==> config.mk <==
export PLATFORM = sky130hd
export DESIGN_NAME = sliding_window_min_max
export DESIGN_NICKNAME = d
export VERILOG_FILES = /design/src/hdl/swmm_pkg.sv /design/src/hdl/swmm_div.sv /design/src/hdl/swmm_ring.sv /design/src/hdl/sliding_window_min_max.sv
export SDC_FILE = /design/constraint.sdc
export NUM_CORES = 2
export LEC_CHECK = 0
export BUFFER_PORTS_ARGS = -buffer_cell sky130_fd_sc_hd__buf_2
export CORE_MARGIN = 1
export CORE_UTILIZATION = 55
export DETAILED_ROUTE_END_ITERATION = 6
export PLACE_DENSITY = 0.82
export REMOVE_ABC_BUFFERS = 1
export SLEW_MARGIN = 5
export SYNTH_ARGS = -nofsm -noshare
export SYNTH_HDL_FRONTEND = slang
export SYNTH_SLANG_ARGS = --single-unit
export TNS_END_PERCENT = 1
==> constraint.sdc <==
create_clock -name clk -period 13.95 [get_ports clk]
set_input_delay 1.395 -clock clk [delete_from_list [all_inputs] [get_ports clk]]
set_output_delay 1.395 -clock clk [all_outputs]
set_load 0.02 [all_outputs]
==> src/hdl/swmm_pkg.sv <==
package swmm_pkg;

  localparam int SAMPLE_W   = 32;
  localparam int TS_W       = 63;
  localparam int INTERVAL_W = 32;
  localparam int COUNT_W    = 5;
  localparam int CFG_IDX_W  = 2;
  localparam int CFG_DATA_W = 63;
  localparam int S_TDATA_W  = 96;

  localparam logic [CFG_IDX_W-1:0] REG_TRACK_MAX       = 2'd0;
  localparam logic [CFG_IDX_W-1:0] REG_BUCKET_COUNT    = 2'd1;
  localparam logic [CFG_IDX_W-1:0] REG_BUCKET_INTERVAL = 2'd2;
  localparam logic [CFG_IDX_W-1:0] REG_START_TIME      = 2'd3;

  localparam logic [COUNT_W-1:0]    COUNT_RST    = 5'd16;
  localparam logic [INTERVAL_W-1:0] INTERVAL_RST = 32'd1000000;

  typedef struct packed {
    logic clear_all;
    logic clear_range;
    logic rd_en;
    logic wr_en;
  } ring_ctrl_t;

  function automatic logic [SAMPLE_W-1:0] mode_default(input logic track_max);
    return track_max ? '0 : '1;
  endfunction

  function automatic logic [SAMPLE_W-1:0] combine(input logic track_max,
                                                  input logic [SAMPLE_W-1:0] x,
                                                  input logic [SAMPLE_W-1:0] y);
    if (track_max) begin
      return (x > y) ? x : y;
    end
    return (x < y) ? x : y;
  endfunction

endpackage

==> src/hdl/swmm_div.sv <==
module swmm_div
  import swmm_pkg::*;
(
  input  logic                  clk,
  input  logic                  rst,
  input  logic                  start,
  input  logic [TS_W-1:0]       dividend,
  input  logic [INTERVAL_W-1:0] divisor,
  output logic                  done,
  output logic [TS_W-1:0]       quotient,
  output logic [INTERVAL_W-1:0] remainder
);

  localparam int CNT_W = $clog2(TS_W);
  localparam logic [CNT_W-1:0] LAST = CNT_W'(TS_W - 1);

  logic                  busy;
  logic [CNT_W-1:0]      cnt;
  logic [INTERVAL_W-1:0] dvsr;
  logic [INTERVAL_W:0]   trial;
  logic                  take;

  assign trial = {remainder, quotient[TS_W-1]};
  assign take  = trial >= {1'b0, dvsr};

  always_ff @(posedge clk) begin
    if (rst) begin
      busy <= 1'b0;
      done <= 1'b0;
      cnt  <= '0;
    end else begin
      done <= 1'b0;
      if (start) begin
        busy <= 1'b1;
        cnt  <= '0;
      end else if (busy) begin
        cnt <= cnt + 1'b1;
        if (cnt == LAST) begin
          busy <= 1'b0;
          done <= 1'b1;
        end
      end
    end
  end

  always_ff @(posedge clk) begin
    if (start) begin
      quotient  <= dividend;
      remainder <= '0;
      dvsr      <= divisor;
    end else if (busy) begin
      quotient  <= {quotient[TS_W-2:0], take};
      remainder <= take ? INTERVAL_W'(trial - {1'b0, dvsr}) : trial[INTERVAL_W-1:0];
    end
  end

endmodule

==> src/hdl/swmm_ring.sv <==
module swmm_ring
  import swmm_pkg::*;
#(
  parameter int MAX_BUCKETS = 16,
  parameter int SLOT_W      = 4
) (
  input  logic                clk,
  input  logic                rst,
  input  ring_ctrl_t          ctrl,
  input  logic                track_max,
  input  logic [SLOT_W-1:0]   range_lo,
  input  logic [SLOT_W-1:0]   range_hi,
  input  logic [SLOT_W-1:0]   rd_addr,
  input  logic [SLOT_W-1:0]   wr_addr,
  input  logic [SAMPLE_W-1:0] wr_data,
  output logic                rd_valid,
  output logic [SAMPLE_W-1:0] rd_data
);

  logic [SAMPLE_W-1:0]    mem [MAX_BUCKETS];
  logic [MAX_BUCKETS-1:0] valid;
  logic [MAX_BUCKETS-1:0] in_range;
  logic [SAMPLE_W-1:0]    mem_q;
  logic                   valid_q;

  // circular range (lo, hi]
  always_comb begin
    for (int i = 0; i < MAX_BUCKETS; i++) begin
      if (range_hi > range_lo) begin
        in_range[i] = (SLOT_W'(i) > range_lo) && (SLOT_W'(i) <= range_hi);
      end else begin
        in_range[i] = (SLOT_W'(i) > range_lo) || (SLOT_W'(i) <= range_hi);
      end
    end
  end

  always_ff @(posedge clk) begin
    if (rst) begin
      valid    <= '0;
      rd_valid <= 1'b0;
    end else begin
      rd_valid <= ctrl.rd_en;
      if (ctrl.clear_all) begin
        valid <= '0;
      end else if (ctrl.clear_range) begin
        valid <= valid & ~in_range;
      end else if (ctrl.wr_en) begin
        valid[wr_addr] <= 1'b1;
      end
    end
  end

  always_ff @(posedge clk) begin
    if (ctrl.wr_en) begin
      mem[wr_addr] <= wr_data;
    end
    if (ctrl.rd_en) begin
      mem_q   <= mem[rd_addr];
      valid_q <= valid[rd_addr];
    end
  end

  assign rd_data = valid_q ? mem_q : mode_default(track_max);

endmodule

==> src/hdl/sliding_window_min_max.sv <==
// Per word: the bucket number comes from a divide; the buckets in use (n, 1..MAX_BUCKETS)
// are walked when the window advances by one or more buckets but stays in range; when the
// window restarts, a second 63-step divide computes the slot as bnum mod n.
// Throughput: one word at a time, set by the shared one-bit-per-cycle divider and the
// single-port bucket walk. Reset (synchronous, rst high) restores register defaults and
// empties the ring at once through per-bucket valid bits; no clearing pass.
module sliding_window_min_max
  import swmm_pkg::*;
#(
  parameter int MAX_BUCKETS = 16
) (
  input  logic                  clk,
  input  logic                  rst,
  input  logic                  s_axis_tvalid,
  output logic                  s_axis_tready,
  input  logic [S_TDATA_W-1:0]  s_axis_tdata,  // [31:0] sample, [94:32] timestamp
  output logic                  m_axis_tvalid,
  input  logic                  m_axis_tready,
  output logic [SAMPLE_W-1:0]   m_axis_tdata,  // [31:0] window_extreme
  input  logic                  cfg_valid,
  output logic                  cfg_ready,
  input  logic [CFG_IDX_W-1:0]  cfg_index,
  input  logic [CFG_DATA_W-1:0] cfg_data
);

  localparam int SLOT_W = (MAX_BUCKETS > 1) ? $clog2(MAX_BUCKETS) : 1;
  localparam int CNT_W  = $clog2(MAX_BUCKETS + 1);

  localparam logic [3:0] S_IDLE    = 4'd0;
  localparam logic [3:0] S_DIV     = 4'd1;
  localparam logic [3:0] S_CHECK   = 4'd2;
  localparam logic [3:0] S_MOD     = 4'd3;
  localparam logic [3:0] S_APPLY   = 4'd4;
  localparam logic [3:0] S_WALK    = 4'd5;
  localparam logic [3:0] S_FOLD_RD = 4'd6;
  localparam logic [3:0] S_FOLD_WR = 4'd7;
  localparam logic [3:0] S_DONE    = 4'd8;

  logic [3:0] state;

  logic                  track_max;
  logic [COUNT_W-1:0]    bucket_count;
  logic [INTERVAL_W-1:0] bucket_interval;
  logic [TS_W-1:0]       start_time;

  logic [SAMPLE_W-1:0] running;
  logic [SAMPLE_W-1:0] sample;
  logic [TS_W-1:0]     bnum;
  logic [TS_W-1:0]     last_bnum;
  logic [SLOT_W-1:0]   slot;
  logic [SLOT_W-1:0]   lslot;
  logic                restart;
  logic [CNT_W-1:0]    walk_cnt;

  logic [CNT_W-1:0]      n;
  logic [SAMPLE_W-1:0]   dflt;
  logic                  cfg_fire;
  logic                  s_fire;
  logic                  track_max_next;
  logic [TS_W-1:0]       ts_in;
  logic [TS_W-1:0]       elapsed;
  logic [INTERVAL_W-1:0] interval_eff;
  logic [TS_W-1:0]       diff;
  logic                  restart_now;
  logic [SLOT_W:0]       slot_sum;
  logic [SLOT_W:0]       n_ext;

  logic                  div_start;
  logic [TS_W-1:0]       div_dividend;
  logic [INTERVAL_W-1:0] div_divisor;
  logic                  div_done;
  logic [TS_W-1:0]       div_quo;
  logic [INTERVAL_W-1:0] div_rem;

  ring_ctrl_t            ring_ctrl;
  logic [SLOT_W-1:0]     ring_rd_addr;
  logic                  ring_rd_valid;
  logic [SAMPLE_W-1:0]   ring_rd_data;
  logic [SAMPLE_W-1:0]   folded;

  assign cfg_ready     = (state == S_IDLE);
  assign cfg_fire      = cfg_valid & cfg_ready;
  assign s_axis_tready = (state == S_IDLE);
  assign s_fire        = s_axis_tvalid & s_axis_tready;
  assign dflt          = mode_default(track_max);
  assign ts_in         = s_axis_tdata[SAMPLE_W +: TS_W];

  always_comb begin
    if (bucket_count == '0) begin
      n = CNT_W'(1);
    end else if (32'(bucket_count) > 32'(MAX_BUCKETS)) begin
      n = CNT_W'(MAX_BUCKETS);
    end else begin
      n = CNT_W'(bucket_count);
    end
  end

  assign track_max_next = (cfg_index == REG_TRACK_MAX) ? cfg_data[0] : track_max;
  assign elapsed        = (ts_in >= start_time) ? ts_in - start_time : '0;
  assign interval_eff   = (bucket_interval == '0) ? INTERVAL_W'(1) : bucket_interval;
  assign diff           = bnum - last_bnum;
  assign restart_now    = (bnum < last_bnum) || (diff >= TS_W'(n));
  assign n_ext          = (SLOT_W + 1)'(n);
  assign slot_sum       = {1'b0, lslot} + {1'b0, diff[SLOT_W-1:0]};

  assign div_start    = s_fire || ((state == S_CHECK) && restart_now);
  assign div_dividend = (state == S_IDLE) ? elapsed : bnum;
  assign div_divisor  = (state == S_IDLE) ? interval_eff : INTERVAL_W'(n);

  swmm_div u_div (
    .clk       (clk),
    .rst       (rst),
    .start     (div_start),
    .dividend  (div_dividend),
    .divisor   (div_divisor),
    .done      (div_done),
    .quotient  (div_quo),
    .remainder (div_rem)
  );

  always_comb begin
    ring_ctrl.clear_all   = cfg_fire || ((state == S_APPLY) && restart);
    ring_ctrl.clear_range = (state == S_APPLY) && !restart && (slot != lslot);
    ring_ctrl.rd_en       = ((state == S_WALK) && (walk_cnt < n)) || (state == S_FOLD_RD);
    ring_ctrl.wr_en       = (state == S_FOLD_WR) && ring_rd_valid;
    ring_rd_addr          = (state == S_WALK) ? walk_cnt[SLOT_W-1:0] : slot;
  end

  assign folded = combine(track_max, ring_rd_data, sample);

  swmm_ring #(
    .MAX_BUCKETS (MAX_BUCKETS),
    .SLOT_W      (SLOT_W)
  ) u_ring (
    .clk       (clk),
    .rst       (rst),
    .ctrl      (ring_ctrl),
    .track_max (track_max),
    .range_lo  (lslot),
    .range_hi  (slot),
    .rd_addr   (ring_rd_addr),
    .wr_addr   (slot),
    .wr_data   (folded),
    .rd_valid  (ring_rd_valid),
    .rd_data   (ring_rd_data)
  );

  always_ff @(posedge clk) begin
    if (rst) begin
      state           <= S_IDLE;
      track_max       <= 1'b0;
      bucket_count    <= COUNT_RST;
      bucket_interval <= INTERVAL_RST;
      start_time      <= '0;
      running         <= mode_default(1'b0);
      last_bnum       <= '0;
      lslot           <= '0;
      restart         <= 1'b0;
      walk_cnt        <= '0;
      m_axis_tvalid   <= 1'b0;
    end else begin
      if (m_axis_tvalid && m_axis_tready && (state != S_DONE)) begin
        m_axis_tvalid <= 1'b0;
      end
      if (cfg_fire) begin
        unique case (cfg_index)
          REG_TRACK_MAX:       track_max       <= cfg_data[0];
          REG_BUCKET_COUNT:    bucket_count    <= cfg_data[COUNT_W-1:0];
          REG_BUCKET_INTERVAL: bucket_interval <= cfg_data[INTERVAL_W-1:0];
          REG_START_TIME:      start_time      <= cfg_data[TS_W-1:0];
        endcase
        running   <= mode_default(track_max_next);
        last_bnum <= '0;
        lslot     <= '0;
      end
      unique case (state)
        S_IDLE: begin
          if (s_fire) begin
            state <= S_DIV;
          end
        end
        S_DIV: begin
          if (div_done) begin
            state <= S_CHECK;
          end
        end
        S_CHECK: begin
          restart <= restart_now;
          state   <= restart_now ? S_MOD : S_APPLY;
        end
        S_MOD: begin
          if (div_done) begin
            state <= S_APPLY;
          end
        end
        S_APPLY: begin
          walk_cnt <= '0;
          if (restart) begin
            running <= dflt;
            state   <= S_FOLD_RD;
          end else if (slot != lslot) begin
            running <= dflt;
            state   <= S_WALK;
          end else begin
            state <= S_FOLD_RD;
          end
        end
        S_WALK: begin
          if (walk_cnt < n) begin
            walk_cnt <= walk_cnt + 1'b1;
          end
          if (ring_rd_valid) begin
            running <= combine(track_max, running, ring_rd_data);
            if (walk_cnt == n) begin
              state <= S_FOLD_RD;
            end
          end
        end
        S_FOLD_RD: begin
          state <= S_FOLD_WR;
        end
        S_FOLD_WR: begin
          if (ring_rd_valid) begin
            running   <= combine(track_max, running, folded);
            last_bnum <= bnum;
            lslot     <= slot;
            state     <= S_DONE;
          end
        end
        S_DONE: begin
          if (!m_axis_tvalid || m_axis_tready) begin
            m_axis_tvalid <= 1'b1;
            state         <= S_IDLE;
          end
        end
        default: begin
          state <= S_IDLE;
        end
      endcase
    end
  end

  always_ff @(posedge clk) begin
    if (s_fire) begin
      sample <= s_axis_tdata[SAMPLE_W-1:0];
    end
    if ((state == S_DIV) && div_done) begin
      bnum <= div_quo;
    end
    if ((state == S_CHECK) && !restart_now) begin
      slot <= (slot_sum >= n_ext) ? SLOT_W'(slot_sum - n_ext) : slot_sum[SLOT_W-1:0];
    end
    if ((state == S_MOD) && div_done) begin
      slot <= div_rem[SLOT_W-1:0];
    end
    if ((state == S_DONE) && (!m_axis_tvalid || m_axis_tready)) begin
      m_axis_tdata <= running;
    end
  end

`ifndef ASSERT_OFF
  a_slot_in_window: assert property (@(posedge clk) disable iff (rst)
    (state == S_APPLY) |-> ((CNT_W + 1)'(slot) < (CNT_W + 1)'(n)))
    else $error("bucket slot outside the window");

  a_walk_bounded: assert property (@(posedge clk) disable iff (rst)
    (state == S_WALK) |-> (walk_cnt <= n))
    else $error("bucket walk ran past the window");

  a_fold_data: assert property (@(posedge clk) disable iff (rst)
    (state == S_FOLD_WR) |-> ring_rd_valid)
    else $error("fold without bucket read data");

  a_result_after_fold: assert property (@(posedge clk) disable iff (rst)
    (state == S_DONE) |-> ($past(state) == S_FOLD_WR || $past(state) == S_DONE))
    else $error("result without a fold");
`endif

endmodule
==> results.txt <==
- Setup repair after global routing left no endpoint under its margin.
- Number of global-route vias before repair: 39,510
* Average instance area after synthesis: 11.15 um^2
- Maximum clock frequency: 101.0 MHz
* Outcome: complete, but fails checks
* Synthesis-to-finish area growth: 11.04%
- Insertion delay to the later sink of the worst-skew pair: 740 ps
* Most frequent cell after synthesis: edfxtp_1
- For the pin with the worst max-slew slack, the measured transition is 1316 ps.
* Hold Fails Final Rpt: 0
- Final Max Tran Viols: 0
- Final HPWL DP: 98,310 um
- Worst-case clock skew: 55.67 ps
- TritonCTS built the clock tree.
- Net switching power: 2.760 mW
- CTS resizes: 0
- Flip-flop cell with the highest count after synthesis: edfxtp_1
* Dpl cell area: 56,750 um^2
* Number of synthesized register bits: 1,039
- Cell at the slowest stage of the critical path: nor3_2
* Number of I/O port buffers: 199
- Vias after detailed routing: 40,930
- At the worst endpoint, the arrival time is 10,510 ps.
- After detailed routing, the number of remaining DRC violations is 4.
- Once the clock tree was built, the setup fixing pass inserted 0 buffers.
- Die Span X: 316.8 um
- Biggest area consumer among synthesized cells: edfxtp_1
- Summing the areas of all fa, ha and maj instances in the mapped netlist gives 6.737% of the synthesized area.
* Count of antenna-violating nets left after detailed routing: 0
- DIE HEIGHT: 316.8 um
- The first TritonRoute pass finished after 7 iterations.
- Synthesis instantiated 90 different standard cells from the library.
- Mapped Area: 54,490 um^2
* Sort of element at the start of the critical path: flip-flop
- Final wirelength: 152,400 um
* Critical Path Most Common Cell: a21o_1
- Buffers inserted to repair hold after CTS numbered 0.
- After synthesis, the share of cell area in mux cells is 7.963%.
- Xor/xnor cell area share of the yosys netlist: 2.090%
- Critical path's largest stage delay: 890 ps
- Drt wl/cell: 23.93 um
- Area enclosed by the die boundary: 100,300 um^2
- Kind of end point of the critical path: flip-flop
- Most frequent cells after synthesis: edfxtp_1, nand2_1, a21oi_1
* Remaining max-slew budget at the tightest pin: 11.98%
- The worst-case IR drop observed on VDD is 107.8 uV.
- Summing the areas of all compound-gate instances in the mapped netlist gives 15.87% of the synthesized area.
- CTS H-tree depth: 3
- Pin placement for this block handled 201 I/O pins.
- Total number of clock tree sinks: 1,039
- Of the total synthesized cell area, the portion taken by AND, OR, NAND and NOR gates is 10.75%.
- After the last flow step, the layout net total stands at 5,431.
* Top Family by Delay on Critical Path: compound AO/OA/AOI/OAI gates
- Counting the fill cells in the layout gives 7,443.
- Clock buffer count from CTS: 105
* Leakage power figure: 21.96 nW
- PwrDens: 151.6 nW/um^2
* Min Clock Period, post-route: 9898 ps
- Across the whole layout, storage elements account for 28,520 um^2.
- CP max FO: 37
- DR vias/cell: 6.429
* Site Rows: 115
- The share of synthesized area in the top cell type comes to 42.49%.
* Worst path buffer plus inverter count: 4
- Clock transition at the register clock pins on the worst setup and hold paths after CTS: 70 ps
- Overall power after layout: 9.171 mW
- Max-capacitance violation count: 0
* Number of cell instances on the worst register-to-register path: 28
- Counting flops with an async set or reset pin after synthesis yields a share of 0%.
- Drt first-iter violations: 4,742
* Cell depth of the worst setup path: 28
* Switching share of total power: 30.10%
* Power share of the clock group: 33.0%
* Violated checks: DRC
* Antenna violations before repair: 5
- Initial core utilization: 55.45%
* Share of total power in combinational logic: 23.7%
- Across every metal layer, demand over resource in global routing totals 30.00%.
- In this run the worst hold path is classified as flip-flop to flip-flop.
- Setup-failing EPs final: 0
* Cell count after synthesis: 4,888
- Internal power: 6.411 mW
- After synthesis, flip-flops and latches occupy 52.33% of the total area.
* Count of flip-flops with a built-in enable after synthesis: 771
- Summing all multi-input logic gate instances after layout gives 23,910 um^2.
- The core region is 98,280 um^2.
* Final total negative setup slack: 0 ps
- The congestion estimate from routability-driven global placement came to 0.9820.
* Final Cycle Share: 70.95%
- In this run the deepest clock path goes through 3 buffers.
- The first global-routing pass estimated 230,500 um of wire.
- Final instance area: 60,510 um^2
* Overall overflow remaining after global route: 0
- In this run, flip-flops and latches consume 43.3% of the power.
- For this run, the number of Yosys warnings is 0.
* Fraction of final layout cells with drive strength greater than 1: 14.27%
* Endpoint required time on the critical path: 14,570 ps
* CTS Root Cell: clkbuf_16
* Worst Hold Path Cells: 0
- Worst Path Class, Setup: flip-flop to flip-flop
- Leading cell types by total area after synthesis: edfxtp_1, dfxtp_1, ha_1, mux4_2, nand2_1
- By area, the combinational part of the netlist is dominated by compound AO/OA/AOI/OAI gates.
- Entering global routing, the biggest net connects 133 pins.
## sequential cells by signal, indices dropped and copies added (netlist names), 6 cells and up
| name | flops |
|---|---|
| u_ring.mem | 512 |
| last_bnum | 63 |
| u_ring.valid | 16 |
| bnum | 63 |
| u_div.dvsr | 32 |
| u_div.cnt | 6 |
| bucket_interval | 32 |
| start_time | 63 |
| u_div.quotient | 63 |
| u_div.remainder | 32 |
| running | 32 |
| u_ring.mem_q | 32 |
| sample | 32 |
| m_axis_tdata | 32 |
## final timing paths
path | start | to | slack [ps]
worst min-delay path | u_div.quotient[23] | bnum[23] | 420
worst min register to register | u_div.quotient[23] | bnum[23] | 420
worst max-delay path | u_ring.valid_q | running[30] | 4050
worst max register to register | u_ring.valid_q | running[30] | 4050
## through the flow
step / setup slack, ps / util [%] / hold WS (ps) / cells
after floorplan: -186.1 / - / 418.7 / 4612
after global placement: 4766 / 57.74 / 422.3 / 6161
after detailed placement: 4435 / 57.74 / 432.0 / 6161
after CTS: 4352 / 61.55 / 419.9 / 6361
after global routing: 3787 / 61.56 / 428.8 / 6365
final: 4052 / 61.57 / 417.4 / 6367
## worst reg2reg max path, delay by kind of cell (launching register included)
family | cells | cell delay (ps)
compound gates | 16 | 4580
fa+ha+maj | 2 | 580
buf+inv | 4 | 1300
flops | 1 | 380
mux | 1 | 590
simple gates | 5 | 2370
## cell usage in the layout, fill, tap and decap left out, types with 17 or more instances in the layout
master | Yosys | final
clkbuf_16 | 0 | 108
a211oi_1 | 86 | 86
a21oi_1 | 372 | 370
nand2_1 | 523 | 520
a22oi_1 | 42 | 42
nand3_1 | 55 | 54
nor4_1 | 33 | 33
xnor2_1 | 75 | 75
o21ai_0 | 216 | 214
a21o_1 | 131 | 131
nand4_1 | 80 | 80
nand2b_1 | 49 | 49
inv_1 | 322 | 322
nor3_1 | 64 | 61
nor2_1 | 287 | 264
o21a_1 | 56 | 56
o31a_1 | 19 | 19
mux2_2 | 35 | 35
dfxtp_1 | 268 | 267
mux2_4 | 29 | 29
a31oi_1 | 54 | 54
a22o_1 | 65 | 65
a221oi_1 | 41 | 41
xor2_1 | 55 | 55
nor2_4 | 0 | 17
or2_2 | 19 | 19
buf_4 | 2 | 62
mux2i_1 | 48 | 45
mux4_2 | 132 | 132
clkinv_2 | 0 | 24
a221o_1 | 29 | 29
and2_1 | 69 | 68
ha_1 | 279 | 279
o21bai_1 | 25 | 25
o31ai_1 | 45 | 45
nor2b_1 | 29 | 28
edfxtp_1 | 771 | 771
buf_2 | 23 | 198
## layout make-up
cell class                      instances  share of cell area [%]
Clock buffer                          136                   4.839
Antenna cell                            6                 0.02481
Clock inverter                         64                   1.348
Sequential cell                      1039                   47.13
Inverter                              324                   2.018
Multi-Input combinational cell       3249                   39.51
Timing Repair Buffer                  262                   2.463
Tap cell                             1287                   2.661
## kinds of logic (layout without fill, tap and decap cells)
kind of cell	Yosys count	after routing
simple gates	1272	1272
mux	249	249
buf+inv	600	786
other cells	0	6
flops	1039	1039
fa+ha+maj	292	292
xor+xnor	130	130
compound gates	1306	1306
## power groups by stage
stage	sequential, mW	combinational (mW)	clock [mW]
detailed placement	4.03	2.12	0
global route	3.99	2.39	3.16
finish	3.97	2.18	3.03
floorplan	3.97	1.58	0
CTS	3.96	2.15	3.05
global placement	4.01	2.06	0
## layer usage
metal  vias to the layer above  track usage [%]  wire length [um]
met2                      2246            48.16             71630
met5                         -                0                13
met1                     19840            39.63             59410
met3                       430            5.263             14270
li1                      18410                -                 -
met4                         2            14.39              7065
Note: power is estimated with default switching activity, not from simulation.
